### config.mk
export PLATFORM = sky130hd
export DESIGN_NAME = cartridge_bank_mapper_with_irq_unit
export DESIGN_NICKNAME = d
export VERILOG_FILES = /design/src/rtl/core/cbm_pkg.sv /design/src/rtl/core/cartridge_bank_mapper_with_irq_unit.sv
export SDC_FILE = /design/constraint.sdc
export NUM_CORES = 1
export LEC_CHECK = 0
export BUFFER_PORTS_ARGS = -buffer_cell sky130_fd_sc_hd__buf_2
export CAP_MARGIN = 5
export CELL_PAD_IN_SITES_DETAIL_PLACEMENT = 1
export CELL_PAD_IN_SITES_GLOBAL_PLACEMENT = 2
export CORE_MARGIN = 1.5
export CORE_UTILIZATION = 36
export CTS_CLUSTER_SIZE = 24
export DETAILED_ROUTE_END_ITERATION = 7
export PLACE_DENSITY = 0.91
export SLEW_MARGIN = 0
export SYNTH_ARGS = -nofsm -noshare
export SYNTH_HDL_FRONTEND = slang
export SYNTH_SLANG_ARGS = --single-unit
export TNS_END_PERCENT = 1
### constraint.sdc
create_clock -name i_clk -period 2.3 [get_ports i_clk]
set_input_delay 0.46 -clock i_clk [delete_from_list [all_inputs] [get_ports i_clk]]
set_output_delay 0.46 -clock i_clk [all_outputs]
set_load 0.1 [all_outputs]
### src/rtl/core/cbm_pkg.sv
`timescale 1ns / 1ps
`default_nettype none

package cbm_pkg;

    // number of 1K pattern windows
    localparam int CHR_WINDOWS_DEF = 8;

    // item kinds
    localparam logic [2:0] KIND_CPU_RD = 3'd0;
    localparam logic [2:0] KIND_CPU_WR = 3'd1;
    localparam logic [2:0] KIND_PPU_RD = 3'd2;
    localparam logic [2:0] KIND_PPU_WR = 3'd3;
    localparam logic [2:0] KIND_TICK   = 3'd4;

    // result targets
    localparam logic [2:0] TGT_NONE   = 3'd0;
    localparam logic [2:0] TGT_PRGROM = 3'd1;
    localparam logic [2:0] TGT_PRGRAM = 3'd2;
    localparam logic [2:0] TGT_CHRROM = 3'd3;
    localparam logic [2:0] TGT_NTRAM  = 3'd4;
    localparam logic [2:0] TGT_REG    = 3'd5;

    // chip variants
    localparam logic [1:0] VAR_FULL   = 2'd0;
    localparam logic [1:0] VAR_SIMPLE = 2'd1;
    localparam logic [1:0] VAR_MIRROR = 2'd2;
    localparam logic [1:0] VAR_ALIAS  = 2'd3;

    // mirroring modes
    localparam logic [1:0] MIR_SINGLE_LO = 2'd0;
    localparam logic [1:0] MIR_VERT      = 2'd1;
    localparam logic [1:0] MIR_SINGLE_HI = 2'd2;
    localparam logic [1:0] MIR_HORIZ     = 2'd3;

    // configuration register indexes
    localparam logic [1:0] REG_CHIP_VARIANT = 2'd0;
    localparam logic [1:0] REG_INIT_MIRROR  = 2'd1;
    localparam logic [1:0] REG_CHR_ROM_MASK = 2'd2;
    localparam logic [1:0] REG_PRG_LAST     = 2'd3;

    localparam logic [7:0]  NT_RAM_SEL   = 8'hE0;
    localparam logic [14:0] IRQ_COUNT_MAX = 15'h7FFF;

    typedef struct packed {
        logic [2:0]  kind;
        logic [15:0] bus_address;
        logic [7:0]  write_data;
    } t_in_item;

    typedef struct packed {
        logic [2:0]  target;
        logic [18:0] mapped_address;
        logic        write_strobe;
        logic [7:0]  read_data;
        logic        irq_line;
    } t_out_item;

endpackage

`default_nettype wire

### src/rtl/core/cartridge_bank_mapper_with_irq_unit.sv
`timescale 1ns / 1ps
`default_nettype none

// Cartridge bank mapper with interval IRQ, three chip variants chosen by the
// chip_variant register. Each input transaction (CPU read/write, PPU
// read/write or CPU cycle tick) is translated: the bank, nametable and IRQ
// state is updated at the clock edge that accepts the transaction, and the
// result is captured in an output register, so it appears in the cycle after
// acceptance. One transaction is taken every clock cycle while the output
// register is free; the output register decouples the two sides, so input is
// still accepted while a result waits as long as the consumer takes it in the
// same cycle. The APB port (pready always high, registers at byte offsets 0,
// 4, 8, 12) is to be written only while no transaction is in flight.
module cartridge_bank_mapper_with_irq_unit #(
    parameter int CHR_WINDOWS = cbm_pkg::CHR_WINDOWS_DEF
) (
    input  wire logic              i_clk,
    input  wire logic              i_rst_n,
    // input channel
    input  wire logic              i_in_valid,
    output logic                   o_in_ready,
    input  wire cbm_pkg::t_in_item i_in_data,
    // result channel
    output logic                   o_out_valid,
    input  wire logic              i_out_ready,
    output cbm_pkg::t_out_item     o_out_data,
    // configuration port
    input  wire logic              psel,
    input  wire logic              penable,
    input  wire logic              pwrite,
    input  wire logic [3:0]        paddr,
    input  wire logic [31:0]       pwdata,
    output logic [31:0]            prdata,
    output logic                   pready
);
    import cbm_pkg::*;

    localparam int CW_W  = $clog2(CHR_WINDOWS);
    localparam int CW_LO = CHR_WINDOWS / 2;

    // configuration registers
    logic [1:0]  r_chip_variant;
    logic        r_init_mirror;
    logic [17:0] r_chr_rom_mask;
    logic [5:0]  r_prg_last;

    // mapper state
    logic [5:0]  r_prg_bank [3];
    logic [7:0]  r_chr_bank [CHR_WINDOWS];
    logic [7:0]  r_nt_sel   [4];
    logic        r_low_en;
    logic        r_high_en;
    logic [1:0]  r_mirror;
    logic [14:0] r_irq_count;
    logic        r_irq_enabled;
    logic        r_irq_pending;

    logic [5:0]  n_prg_bank [3];
    logic [7:0]  n_chr_bank [CHR_WINDOWS];
    logic [7:0]  n_nt_sel   [4];
    logic        n_low_en;
    logic        n_high_en;
    logic [1:0]  n_mirror;
    logic [14:0] n_irq_count;
    logic        n_irq_enabled;
    logic        n_irq_pending;

    // output register
    logic        r_out_valid;
    t_out_item   r_out;
    t_out_item   n_out;

    logic        accept;
    logic        cfg_wr;
    logic [1:0]  cfg_idx;

    // ------------------------------------------------------------------
    // handshake: the output register frees up when its result is taken
    // ------------------------------------------------------------------
    assign o_in_ready  = !r_out_valid || i_out_ready;
    assign accept      = i_in_valid && o_in_ready;
    assign o_out_valid = r_out_valid;
    assign o_out_data  = r_out;

    // ------------------------------------------------------------------
    // APB configuration access
    // ------------------------------------------------------------------
    assign pready  = 1'b1;
    assign cfg_idx = paddr[3:2];
    assign cfg_wr  = psel && penable && pwrite && pready;

    always_comb begin
        case (cfg_idx)
            REG_CHIP_VARIANT: prdata = {30'd0, r_chip_variant};
            REG_INIT_MIRROR:  prdata = {31'd0, r_init_mirror};
            REG_CHR_ROM_MASK: prdata = {14'd0, r_chr_rom_mask};
            REG_PRG_LAST:     prdata = {26'd0, r_prg_last};
            default:          prdata = 32'd0;
        endcase
    end

    // ------------------------------------------------------------------
    // translation and state update for one transaction
    // ------------------------------------------------------------------
    logic [2:0]    kind;
    logic [15:0]   a;
    logic [7:0]    v;
    logic [1:0]    var_eff;
    logic          is_full;
    logic [13:0]   p;
    logic [9:0]    off;
    logic          ws;
    logic [CW_W-1:0] chr_win;
    logic [CW_W-1:0] chr_wr_win;
    logic [7:0]    chr_b;
    logic          chr_en;
    logic [1:0]    nt_n;
    logic [7:0]    nt_s;
    logic [7:0]    rom_bank;
    logic [17:0]   rom_base;
    logic [18:0]   rom_addr;
    logic [1:0]    mir_eff;
    logic          page;
    logic [5:0]    prg_sel;
    logic [14:0]   cnt_inc;

    always_comb begin
        kind     = i_in_data.kind;
        a        = i_in_data.bus_address;
        v        = i_in_data.write_data;
        // the unused fourth variant code behaves as the simple chip
        var_eff  = (r_chip_variant == VAR_ALIAS) ? VAR_SIMPLE : r_chip_variant;
        is_full  = (var_eff == VAR_FULL);
        p        = a[13:0];
        off      = p[9:0];
        ws       = (kind == KIND_PPU_WR);

        chr_win    = p[10 +: CW_W];
        chr_wr_win = a[11 +: CW_W];
        chr_b      = r_chr_bank[chr_win];
        chr_en     = (int'(chr_win) < CW_LO) ? r_low_en : r_high_en;
        nt_n       = p[11:10];
        nt_s       = r_nt_sel[nt_n];

        // pattern window bank or nametable select used as a ROM bank
        rom_bank = (p < 14'h2000) ? chr_b : nt_s;
        rom_base = {rom_bank, 10'd0} & r_chr_rom_mask;
        rom_addr = {1'b0, rom_base} + {9'd0, off};

        mir_eff = (var_eff == VAR_SIMPLE) ? (r_init_mirror ? MIR_HORIZ : MIR_VERT)
                                          : r_mirror;
        case (mir_eff)
            MIR_SINGLE_LO: page = 1'b0;
            MIR_VERT:      page = nt_n[0];
            MIR_SINGLE_HI: page = 1'b1;
            MIR_HORIZ:     page = nt_n[1];
            default:       page = 1'b0;
        endcase
        if (is_full) begin
            page = nt_s[0];
        end

        // fixed last bank sits in the top 8K slot
        case (a[14:13])
            2'd0:    prg_sel = r_prg_bank[0];
            2'd1:    prg_sel = r_prg_bank[1];
            2'd2:    prg_sel = r_prg_bank[2];
            default: prg_sel = r_prg_last;
        endcase

        cnt_inc = r_irq_count + 15'd1;

        n_prg_bank    = r_prg_bank;
        n_chr_bank    = r_chr_bank;
        n_nt_sel      = r_nt_sel;
        n_low_en      = r_low_en;
        n_high_en     = r_high_en;
        n_mirror      = r_mirror;
        n_irq_count   = r_irq_count;
        n_irq_enabled = r_irq_enabled;
        n_irq_pending = r_irq_pending;

        n_out                = '0;
        n_out.target         = TGT_NONE;

        case (kind)
            KIND_CPU_RD, KIND_CPU_WR: begin
                if (a[15]) begin
                    if (kind == KIND_CPU_WR) begin
                        // mapper register writes
                        if (!a[14]) begin
                            n_chr_bank[chr_wr_win] = v;
                        end else if (!a[13]) begin
                            if (is_full || a[12:11] == 2'd0) begin
                                n_nt_sel[a[12:11]] = v;
                            end
                        end else begin
                            case (a[12:11])
                                2'd0: begin
                                    n_prg_bank[0] = v[5:0];
                                    if (var_eff == VAR_MIRROR) begin
                                        n_mirror = v[7:6];
                                    end
                                end
                                2'd1: begin
                                    n_prg_bank[1] = v[5:0];
                                    n_low_en      = !v[6];
                                    n_high_en     = !v[7];
                                end
                                2'd2: n_prg_bank[2] = v[5:0];
                                default: ;  // audio area, ignored
                            endcase
                        end
                    end else begin
                        n_out.target         = TGT_PRGROM;
                        n_out.mapped_address = {prg_sel, a[12:0]};
                    end
                end else if (a[14:13] == 2'b11) begin
                    n_out.target         = TGT_PRGRAM;
                    n_out.mapped_address = {6'd0, a[12:0]};
                    n_out.write_strobe   = (kind == KIND_CPU_WR);
                end else if (a[14:12] == 3'b101 && is_full) begin
                    // IRQ counter registers
                    if (kind == KIND_CPU_WR) begin
                        if (!a[11]) begin
                            n_irq_count = {r_irq_count[14:8], v};
                        end else begin
                            n_irq_count   = {v[6:0], r_irq_count[7:0]};
                            n_irq_enabled = v[7];
                        end
                        n_irq_pending = 1'b0;
                    end else begin
                        n_out.target    = TGT_REG;
                        n_out.read_data = a[11] ? {r_irq_enabled, r_irq_count[14:8]}
                                                : r_irq_count[7:0];
                    end
                end
            end
            KIND_PPU_RD, KIND_PPU_WR: begin
                if (p < 14'h2000) begin
                    if (is_full && chr_b >= NT_RAM_SEL && chr_en) begin
                        n_out.target         = TGT_NTRAM;
                        n_out.mapped_address = {8'd0, chr_b[0], off};
                        n_out.write_strobe   = ws;
                    end else begin
                        n_out.target         = TGT_CHRROM;
                        n_out.mapped_address = rom_addr;
                    end
                end else if (p < 14'h3F00) begin
                    if (is_full && nt_s < NT_RAM_SEL) begin
                        n_out.target         = TGT_CHRROM;
                        n_out.mapped_address = rom_addr;
                    end else begin
                        n_out.target         = TGT_NTRAM;
                        n_out.mapped_address = {8'd0, page, off};
                        n_out.write_strobe   = ws;
                    end
                end
                // palette space maps to nothing
            end
            KIND_TICK: begin
                if (r_irq_enabled) begin
                    // count saturates at the top and raises the request
                    if (r_irq_count != IRQ_COUNT_MAX) begin
                        n_irq_count = cnt_inc;
                    end
                    if (r_irq_count == IRQ_COUNT_MAX || cnt_inc == IRQ_COUNT_MAX) begin
                        n_irq_enabled = 1'b0;
                        n_irq_pending = 1'b1;
                    end
                end
            end
            default: ;
        endcase

        n_out.irq_line = n_irq_pending;
    end

    // ------------------------------------------------------------------
    // registers
    // ------------------------------------------------------------------
    always_ff @(posedge i_clk) begin
        if (!i_rst_n) begin
            r_chip_variant <= VAR_FULL;
            r_init_mirror  <= 1'b1;
            r_chr_rom_mask <= '1;
            r_prg_last     <= '1;
            r_prg_bank[0]  <= 6'd0;
            r_prg_bank[1]  <= 6'd1;
            r_prg_bank[2]  <= 6'd2;
            for (int i = 0; i < CHR_WINDOWS; i++) begin
                r_chr_bank[i] <= 8'd0;
            end
            for (int i = 0; i < 4; i++) begin
                r_nt_sel[i] <= NT_RAM_SEL;
            end
            r_low_en      <= 1'b0;
            r_high_en     <= 1'b0;
            r_mirror      <= MIR_HORIZ;
            r_irq_count   <= 15'd0;
            r_irq_enabled <= 1'b0;
            r_irq_pending <= 1'b0;
            r_out_valid   <= 1'b0;
        end else begin
            if (accept) begin
                r_prg_bank    <= n_prg_bank;
                r_chr_bank    <= n_chr_bank;
                r_nt_sel      <= n_nt_sel;
                r_low_en      <= n_low_en;
                r_high_en     <= n_high_en;
                r_mirror      <= n_mirror;
                r_irq_count   <= n_irq_count;
                r_irq_enabled <= n_irq_enabled;
                r_irq_pending <= n_irq_pending;
                r_out_valid   <= 1'b1;
            end else if (i_out_ready) begin
                r_out_valid <= 1'b0;
            end
            if (cfg_wr) begin
                case (cfg_idx)
                    REG_CHIP_VARIANT: r_chip_variant <= pwdata[1:0];
                    REG_INIT_MIRROR: begin
                        // also reloads the live mirroring mode
                        r_init_mirror <= pwdata[0];
                        r_mirror      <= pwdata[0] ? MIR_HORIZ : MIR_VERT;
                    end
                    REG_CHR_ROM_MASK: r_chr_rom_mask <= pwdata[17:0];
                    REG_PRG_LAST:     r_prg_last     <= pwdata[5:0];
                    default: ;
                endcase
            end
        end
    end

    // result payload, no reset needed
    always_ff @(posedge i_clk) begin
        if (accept) begin
            r_out <= n_out;
        end
    end

`ifndef NO_ASSERTIONS
    // saturation clears enable while setting pending; a write clears pending
    a_irq_exclusive: assert property (@(posedge i_clk) disable iff (!i_rst_n)
        !(r_irq_pending && r_irq_enabled))
        else $error("irq pending and enabled both set");

    a_accept_fills: assert property (@(posedge i_clk) disable iff (!i_rst_n)
        accept |=> r_out_valid)
        else $error("accepted transaction left no result");

    a_irq_line: assert property (@(posedge i_clk) disable iff (!i_rst_n)
        accept |=> (r_out.irq_line == r_irq_pending))
        else $error("irq line does not follow pending state");

    a_ntram_range: assert property (@(posedge i_clk) disable iff (!i_rst_n)
        (r_out_valid && r_out.target == TGT_NTRAM) |-> (r_out.mapped_address[18:11] == 8'd0))
        else $error("nametable address beyond 2K");

    a_none_quiet: assert property (@(posedge i_clk) disable iff (!i_rst_n)
        (r_out_valid && (r_out.target == TGT_NONE || r_out.target == TGT_REG))
            |-> (r_out.mapped_address == 19'd0 && !r_out.write_strobe))
        else $error("unmapped result carries address or strobe");
`endif

endmodule

`default_nettype wire
==> results of run 1 <==
-- per-stage QoR --
step	instance area, sq um	total power, mW	setup slack, ns	std cells
floorplan	9470	4.46	-0.450	1024
global placement	10800	4.76	-0.149	1453
detailed placement	10800	4.77	-0.197	1453
finish	11400	7.70	0.157	1485
global route	11400	7.93	0.0609	1485
CTS	11400	7.76	0.0642	1485
-- kinds of logic (layout without fill, tap and decap cells) --
| kind of cell | Yosys count | in the layout | synth area share |
|---|---|---|---|
| other | 2 | 15 | 0.000798 |
| flip-flops | 195 | 195 | 0.449 |
| adder cells (fa/ha/maj) | 2 | 2 | 0.00266 |
| XOR/XNOR | 3 | 3 | 0.00279 |
| buffers and inverters | 106 | 232 | 0.0549 |
| AND/OR/NAND/NOR | 425 | 425 | 0.214 |
| AO/OA/AOI/OAI | 148 | 148 | 0.0966 |
| multiplexers | 130 | 130 | 0.180 |
-- registers in the layout, summed over array words and instances (netlist names) --
signal	flops
r_irq_pending	1
o_out_data	32
o_out_valid	1
r_prg_bank	18
r_irq_enabled	1
r_prg_last	6
r_mirror	2
r_chip_variant	2
r_low_en	1
r_chr_rom_mask	18
r_nt_sel	32
r_high_en	1
r_init_mirror	1
r_irq_count	15
r_chr_bank	64
-- final timing paths --
check                           depth (start not counted)                             end  slack [ns]
worst max-delay path                                    7      r_irq_pending$_SDFFE_PN0P_        0.16
worst min-delay path                                    3  r_chr_rom_mask[6]$_SDFFE_PN1P_        0.22
worst max register to register                          7      r_irq_pending$_SDFFE_PN0P_        0.16
worst min register to register                          2        r_nt_sel[2]$_SDFFE_PN0P_        0.46
-- final cells by class --
cell class,instances,area (sq um),area share
sequential,195,4230,0.371
inverter,16,61.3,0.00538
timing repair buffer,184,1360,0.119
multi-input combinational,723,4730,0.415
tap,335,419,0.0368
clock inverter,13,130,0.0114
clock buffer,19,464,0.0407
-- per-layer routing --
layer / global-route usage / routed length (um) / vias up
met5: 0 / 13 / -
met3: 0.0306 / 1130 / 54
met2: 0.382 / 14100 / 181
li1: - / - / 3759
met1: 0.262 / 12100 / 3979
met4: 0.0946 / 834 / 2
-- synthesized netlist by cell type (all sizes together), types with 10 or more instances --
| master | instances |
|---|---|
| nand2 | 179 |
| dfxtp | 163 |
| nor2 | 104 |
| mux2i | 98 |
| a21oi | 66 |
| nand3 | 55 |
| clkbuf | 49 |
| buf | 41 |
| o21ai | 34 |
| edfxtp | 32 |
| mux4 | 31 |
| nor2b | 17 |
| inv | 16 |
| and2 | 13 |
| nand4 | 10 |
| or3 | 10 |
-- critical path, cell delays in order (launching register included) --
cell       delay [ns]
dfxtp_1          0.36
ha_1             0.19
nand3_2          0.09
or3_1            0.33
a2111oi_1        0.49
o2111ai_1        0.23
a21o_1           0.22
a31oi_1          0.16
-- cells in the final DEF, fill, tap and decap left out, types with 5 or more instances in the layout --
cell type,netlist,final
o211ai_1,5,5
buf_2,14,93
and2_1,13,13
inv_1,13,13
nor2_1,98,98
edfxtp_1,32,32
nand3b_1,5,5
o21ai_0,31,30
a31oi_1,6,6
nor2b_1,17,16
buf_12,0,17
o22ai_1,9,9
nand3_1,53,53
conb_1,2,15
or3_1,9,9
nand2b_1,7,6
inv_8,0,5
a21oi_1,65,65
nand2_1,179,179
nand4_1,9,9
buf_4,19,74
dfxtp_1,163,162
mux2i_1,98,98
mux4_2,31,31
nor3_1,5,5
o31ai_1,5,5
clkbuf_16,0,18
-- what timing repair did --
item,4_1_cts,5_1_grt
endpoints found under the hold margin,0,0
setup endpoints to repair,0,1
resized for setup,0,1
-- power groups by stage --
stage          combinational (mW)  clock [mW]  sequential (mW)
4_1_cts                      1.16        3.06             3.54
5_1_grt                      1.21        3.17             3.55
2_1_floorplan               0.591           0             3.87
6_report                     1.15        3.01             3.54
3_3_place_gp                 1.14           0             3.62
3_5_place_dp                 1.15           0             3.62
==> metrics, run 1 <==
dpl hpwl=19800 um; Bufs on Longest Clock Path=2; Die Ht=165 um; cts bufs inserted=17; Gate power share=0.149; fin crit period=2.14 ns; Post-synth top flop=dfxtp_1; Rows=59; unrepaired setup endpoints after global routing=false; Int Pwr=5.33 mW; GPL Wtd Cong=0.841; Final Hold Vio Count=0; count of different cell masters after synthesis=69; Final Util=0.441; clk sinks=195; drt first pass iters=5; nets=1209; HP Class=in -> reg; total negative slack=0 ns; Critical path origin=r_irq_count[1]$_SDFFE_PN0P_; via count=7975; WP data required=2.67 ns; Crit Path Category=reg -> reg; syn avg cell area=9.31 sq um; I/O pin cnt=137; # diodes=0; Layout Skew=0.0131 ns; fmax=0.467 GHz; Max Cap Violations=0; Seq pwr share=0.460; Worst VDD drop=0.473 mV; drt drc=0; number of global-route vias before repair=8304; largest net degree at the start of global routing=69; sw power=2.38 mW; setup violators final=0; #FFs+latches synth=195; final worst-path cycle share=0.932; hold_ws=0.218 ns; postcts setup bufs=0; first-pass GRT wire length=45200 um; initial antenna violation count=1; CP Launch Type=register; Clock Latency Late Sink=0.45 ns; synth top area cells=dfxtp_1, mux2i_1, edfxtp_1; Tot GR Track Use=0.217; Worst-path clk slew=0.08 ns; Slew Limit Fails=0; Crit Reg-Reg Startpoint=r_irq_count[1]$_SDFFE_PN0P_; top cell type's share of synthesized area=0.347; Via density=5.37; Clk network pwr share=0.391; starting density of the core=0.364; share of cells above drive strength 1=0.240; sequential element share of the synthesized area=0.449; post-route ant nets=0; Worst Tran Pin Value=0.552 ns; Critical Path AT=2.51 ns; worst-path fanout max=2; cell taking the most area after synthesis=dfxtp_1; H-tree depth=4; number of flops mapped to enable cells by yosys=32; Power Density=676 nW/um^2; Hold Buf Count CTS=0; Worst slew margin=0.632; Synth Cell Area=9420 sq um; min-delay src=pwdata[6]; Leak=4.69 nW; Die ar.=27100 sq um; Critical Path Sink Type=register; initial drt markers=415; Gate Count Post-Synth=1011; drt wl/cell=19.0 um; fill cell instance count of the final layout=3031; Yosys warning count=0; die width=165 um; Async SR Flop Fraction=0; final wirelength=28200 um; port bufs=105; area added between synthesis and finish=21.0%; Placeable Area=25800 sq um; GR Overflow Total=0; outcome=completed; Sw Ratio=0.308; CTS root buffer=clkbuf_16; CTS tree=yes
Power figures use the tool's default switching activity.
==> inputs of run 2 (changes only) <==
BUFFER_PORTS_ARGS = -buffer_cell sky130_fd_sc_hd__buf_4   (was -buffer_cell sky130_fd_sc_hd__buf_2)
==> run 2 against run 1 <==
  * Maximum frequency is 3.3% higher
  * Count of clock-buffer cells in the layout is 1 lower
  * Sequential share of layout area is 0.26 points higher
  * First-iteration DRC count is 1.2% higher
  * Utilization is 0.30 points lower
  * Clock power is 5% lower
  * Setup slack better by 0.069 ns
  * Highest routed layer is now met4
==> metrics, run 2 (synthesis results as in run 1) <==
outcome=completed; Die ar.=27100 sq um; commonest non-fill, non-tap cell in the layout=nand2_1; met3 Use GR=0.0311; Clock Latency Late Sink=0.44 ns; fin crit period=2.07 ns; first-pass GRT wire length=43800 um; GPL Wtd Cong=0.821; dpl hpwl=19400 um; I/O pin cnt=137; Critical Path Sink Type=register; CTS tree=yes; Leak=4.64 nW; initial antenna violation count=0; DP Worst Slack=-0.0886 ns; H-tree depth=4; Tot GR Track Use=0.210; drt wl/cell=18.7 um; GR Overflow Total=0; Placeable Area=25800 sq um; clk sinks=195; via count=7789; Worst Tran Pin Value=0.651 ns; cell family with most CP delay=compound AO/OA/AOI/OAI gates; starting density of the core=0.364; setup slack, reg-to-reg=0.23 ns; Slew Limit Fails=0; met1 GRT Util=0.261; drt drc=0; Biggest register=r_chr_bank; Buf/Inv on CP=0; Worst VDD drop=0.506 mV; max reg flops=64; Crit Path Category=reg -> reg; Final Hold Vio Count=0; drt first pass iters=4; Top Usage Layer GRT=met2; Die Ht=165 um; post-route ant nets=0; CTS root buffer=clkbuf_16; largest net degree at the start of global routing=58; final worst-path cycle share=0.902; port bufs=105; hold_ws=0.226 ns; number of global-route vias before repair=7923; Bufs on Longest Clock Path=2; Design Power=7.54 mW; share of cells above drive strength 1=0.232; setup violators final=0; final wirelength=27500 um; met2 Use GR=0.371; CP Launch Type=register; die width=165 um; worst-path fanout max=2; nets=1195; crit-path max cell delay=0.43 ns; Max Cap Violations=0; HP Class=in -> reg; Critical Path AT=2.43 ns; Layout Skew=0.0134 ns; postcts setup bufs=0; Worst-path clk slew=0.08 ns; Power Density=667 nW/um^2; commonest non-fill, non-tap cells in the layout=nand2_1, buf_4, dfxtp_1; unrepaired setup endpoints after global routing=false; area added between synthesis and finish=20.2%; # diodes=0; Via density=5.30; setup ws final=0.226 ns; initial drt markers=420; CP max-delay cell=a2111oi_2; fmax=0.482 GHz; Rows=59; Worst slew margin=0.566; CP Cell Sequence=ha_1 -> nand3_2 -> or3_1 -> a2111oi_2 -> o2111ai_1 -> a21o_1 -> a31oi_1; cts bufs inserted=17; WP data required=2.66 ns
-- run 2: cell types whose count changed in the layout (fill, tap and decap cells not counted), sizes merged --
cell and change:
buf -14, clkbuf -1, clkinv +3, clkinvlp -1
inv -1
-- run 2: power breakdown --
part | switching (mW) | internal (mW) | total (mW)
Sequential | 0.0254 | 3.52 | 3.54
Clock | 1.41 | 1.45 | 2.86
Combinational | 0.860 | 0.281 | 1.14
-- run 2: final cells by class --
| class | instances | area, sq um |
|---|---|---|
| Multi-Input combinational cell | 723 | 4740 |
| Fill cell | 2979 | 14500 |
| Sequential cell | 195 | 4230 |
| Inverter | 16 | 61.3 |
| Timing Repair Buffer | 170 | 1310 |
| Clock inverter | 14 | 119 |
| Clock buffer | 18 | 439 |
| Tap cell | 335 | 419 |
-- run 2: what timing repair did --
item | in CTS | in global routing
endpoints found under the setup margin | 0 | 3
gates resized for setup | 0 | 2
hold buffers | 0 | 0
-- run 2: stage by stage --
| stage | utilization | area [sq um] | TNS (ns) | std cells |
|---|---|---|---|---|
| after floorplan | - | 9470 | -5.45 | 1024 |
| after global placement | 0.416 | 10800 | -0.408 | 1439 |
| after detailed placement | 0.416 | 10800 | -0.679 | 1439 |
| after CTS | 0.438 | 11300 | 0 | 1471 |
| after global routing | 0.438 | 11300 | 0 | 1471 |
| final | 0.438 | 11300 | 0 | 1471 |
-- run 2: worst reg2reg max path: cells and delay by family, from the launching register on --
family | cells | cell delay, ns
AO/OA/AOI/OAI | 4 | 1.03
AND/OR/NAND/NOR | 2 | 0.43
flip-flops | 1 | 0.34
adder cells (fa/ha/maj) | 1 | 0.20
-- run 2: final timing paths --
path	startpoint	to	cells after the start
max	r_irq_count[0]$_SDFFE_PN0P_	r_irq_pending$_SDFFE_PN0P_	7
min	pwdata[14]	r_chr_rom_mask[14]$_SDFFE_PN1P_	3
max reg2reg	r_irq_count[0]$_SDFFE_PN0P_	r_irq_pending$_SDFFE_PN0P_	7
min reg2reg	r_nt_sel[2]$_SDFFE_PN0P_	r_nt_sel[2]$_SDFFE_PN0P_	2
-- run 2: routing by layer --
metal | part of all wire | up-vias
met4 | 0.023 | 0
li1 | - | 3728
met2 | 0.50 | 149
met1 | 0.44 | 3880
met5 | 0 | -
met3 | 0.034 | 32
==> inputs of run 3 (changes only) <==
REMOVE_ABC_BUFFERS = 1   (was not set)
==> run 3 against run 2 <==
  * Sequential power about the same
  * Setup slack got worse by 0.032 ns
  * Via count increased by 0.71%
  * Largest cell class unchanged
  * Final area increased by 1.1%
  * First-iteration DRC count decreased by 2.4%
==> metrics, run 3 (synthesis results as in run 1) <==
clk sinks=195; Buf/Inv on CP=1; Max Cap Violations=0; Leak=4.71 nW; CTS tree=yes; # diodes=0; CP max-delay cell=dfxtp_1; commonest non-fill, non-tap cells in the layout=nand2_1, buf_4, dfxtp_1; crit-path max cell delay=0.35 ns; GR Overflow Total=0; DP Worst Slack=-0.0893 ns; post-route ant nets=0; Via density=5.31; port bufs=105; fin crit period=2.11 ns; Seq pwr share=0.456; Worst VDD drop=0.474 mV; nets=1203; Clock Latency Late Sink=0.43 ns; fmax=0.475 GHz; outcome=completed; Sw Ratio=0.301; Worst slew margin=0.556; cts bufs inserted=17; Die ar.=27100 sq um; final wirelength=28700 um; Final Util=0.443; Clk network pwr share=0.394; setup ws final=0.194 ns; Layout Skew=0.0112 ns; starting density of the core=0.364; CTS root buffer=clkbuf_16; Worst Tran Pin Value=0.667 ns; area added between synthesis and finish=21.5%; postcts setup bufs=0; first-pass GRT wire length=44800 um; Slew Limit Fails=0; Crit Path Category=reg -> reg; CP Cell Sequence=ha_1 -> buf_4 -> and3_1 -> nor2_1 -> o311a_1 -> o2111ai_2 -> a21o_1 -> nand2_1; Critical Path Sink Type=register; cell family with most CP delay=compound AO/OA/AOI/OAI gates; Critical Path AT=2.28 ns; Tot GR Track Use=0.215; Biggest register=r_chr_bank; fill cell instance count of the final layout=2999; share of cells above drive strength 1=0.234; initial drt markers=410; die width=165 um; Bufs on Longest Clock Path=2; drt wl/cell=19.4 um; largest net degree at the start of global routing=58; I/O pin cnt=137; drt first pass iters=5; Int Pwr=5.43 mW; Placeable Area=25800 sq um; final worst-path cycle share=0.916; worst-path fanout max=5; setup violators final=0; drt drc=0; Gate power share=0.150; Hold Buf Count CTS=0; unrepaired setup endpoints after global routing=false; sw power=2.34 mW; HP Class=in -> reg; number of global-route vias before repair=8077; WP data required=2.48 ns; Die Ht=165 um; Power Density=679 nW/um^2; H-tree depth=4; GPL Wtd Cong=0.828; Rows=59; commonest non-fill, non-tap cell in the layout=nand2_1; Worst-path clk slew=0.08 ns; max reg flops=64; via count=7844; initial antenna violation count=0; dpl hpwl=20400 um; Final Hold Vio Count=0; CP Launch Type=register
==> run 3: changes by cell type in the layout (fill, tap and decap cells not counted), sizes merged <==
cell / change
buf: +8
bufinv: +1
clkbuf: +1
clkinv: -3
clkinvlp: -1
inv: +1
==> run 3: worst paths after layout <==
kind	startpoint	endpoint	slack (ns)	cells past startpoint
setup / recovery	r_irq_count[0]$_SDFFE_PN0P_	o_out_data[0]$_DFFE_PP_	0.19	8
setup reg to reg	r_irq_count[0]$_SDFFE_PN0P_	o_out_data[0]$_DFFE_PP_	0.19	8
hold / removal	pwdata[16]	r_chr_rom_mask[16]$_SDFFE_PN1P_	0.24	3
hold reg to reg	r_nt_sel[2]$_SDFFE_PN0P_	r_nt_sel[2]$_SDFFE_PN0P_	0.46	2
==> run 3: final cells by class <==
type | instances | area [sq um] | share of cell area
Inverter | 16 | 61.3 | 0.00536
Tap cell | 335 | 419 | 0.0366
Multi-Input combinational cell | 723 | 4740 | 0.414
Clock buffer | 19 | 464 | 0.0406
Sequential cell | 195 | 4220 | 0.369
Clock inverter | 12 | 131 | 0.0115
Timing Repair Buffer | 178 | 1400 | 0.122
==> run 3: metrics by stage <==
stage                     cell area, sq um  TNS (ns)  power, mW  hold slack [ns]  instances
after global routing                 11400         0       8.01            0.226       1478
after CTS                            11400         0       7.82            0.223       1478
after detailed placement             10800    -0.854       4.79            0.446       1447
after floorplan                       9010   -128.53       4.34            0.429        934
after global placement               10800    -0.470       4.77            0.438       1447
final                                11400         0       7.77            0.237       1478
==> run 3: timing repair <==
action	4_1_cts	5_1_grt
hold endpoints to repair	0	0
resized for setup	0	3
endpoints found under the setup margin	0	3
==> run 3: power groups by stage <==
stage               registers (mW)  logic [mW]  clock network, mW
CTS                           3.54        1.17               3.11
finish                        3.54        1.16               3.06
global placement              3.62        1.15                  0
global route                  3.55        1.22               3.24
detailed placement            3.62        1.16                  0
floorplan                     3.87       0.469                  0
==> run 3: worst register-to-register path, cell delays in order (launching register included) <==
cell and delay [ns]:
dfxtp_1 0.35, ha_1 0.20, buf_4 0.15, and3_1 0.30, nor2_1 0.08, o311a_1 0.30, o2111ai_2 0.25, a21o_1 0.17
nand2_1 0.05
==> run 3: per-layer routing <==
metal  track usage  wire (um)
met1         0.272      12700
met4        0.0696        542
met3        0.0329       1320
met2         0.374      14100
met5             0          0
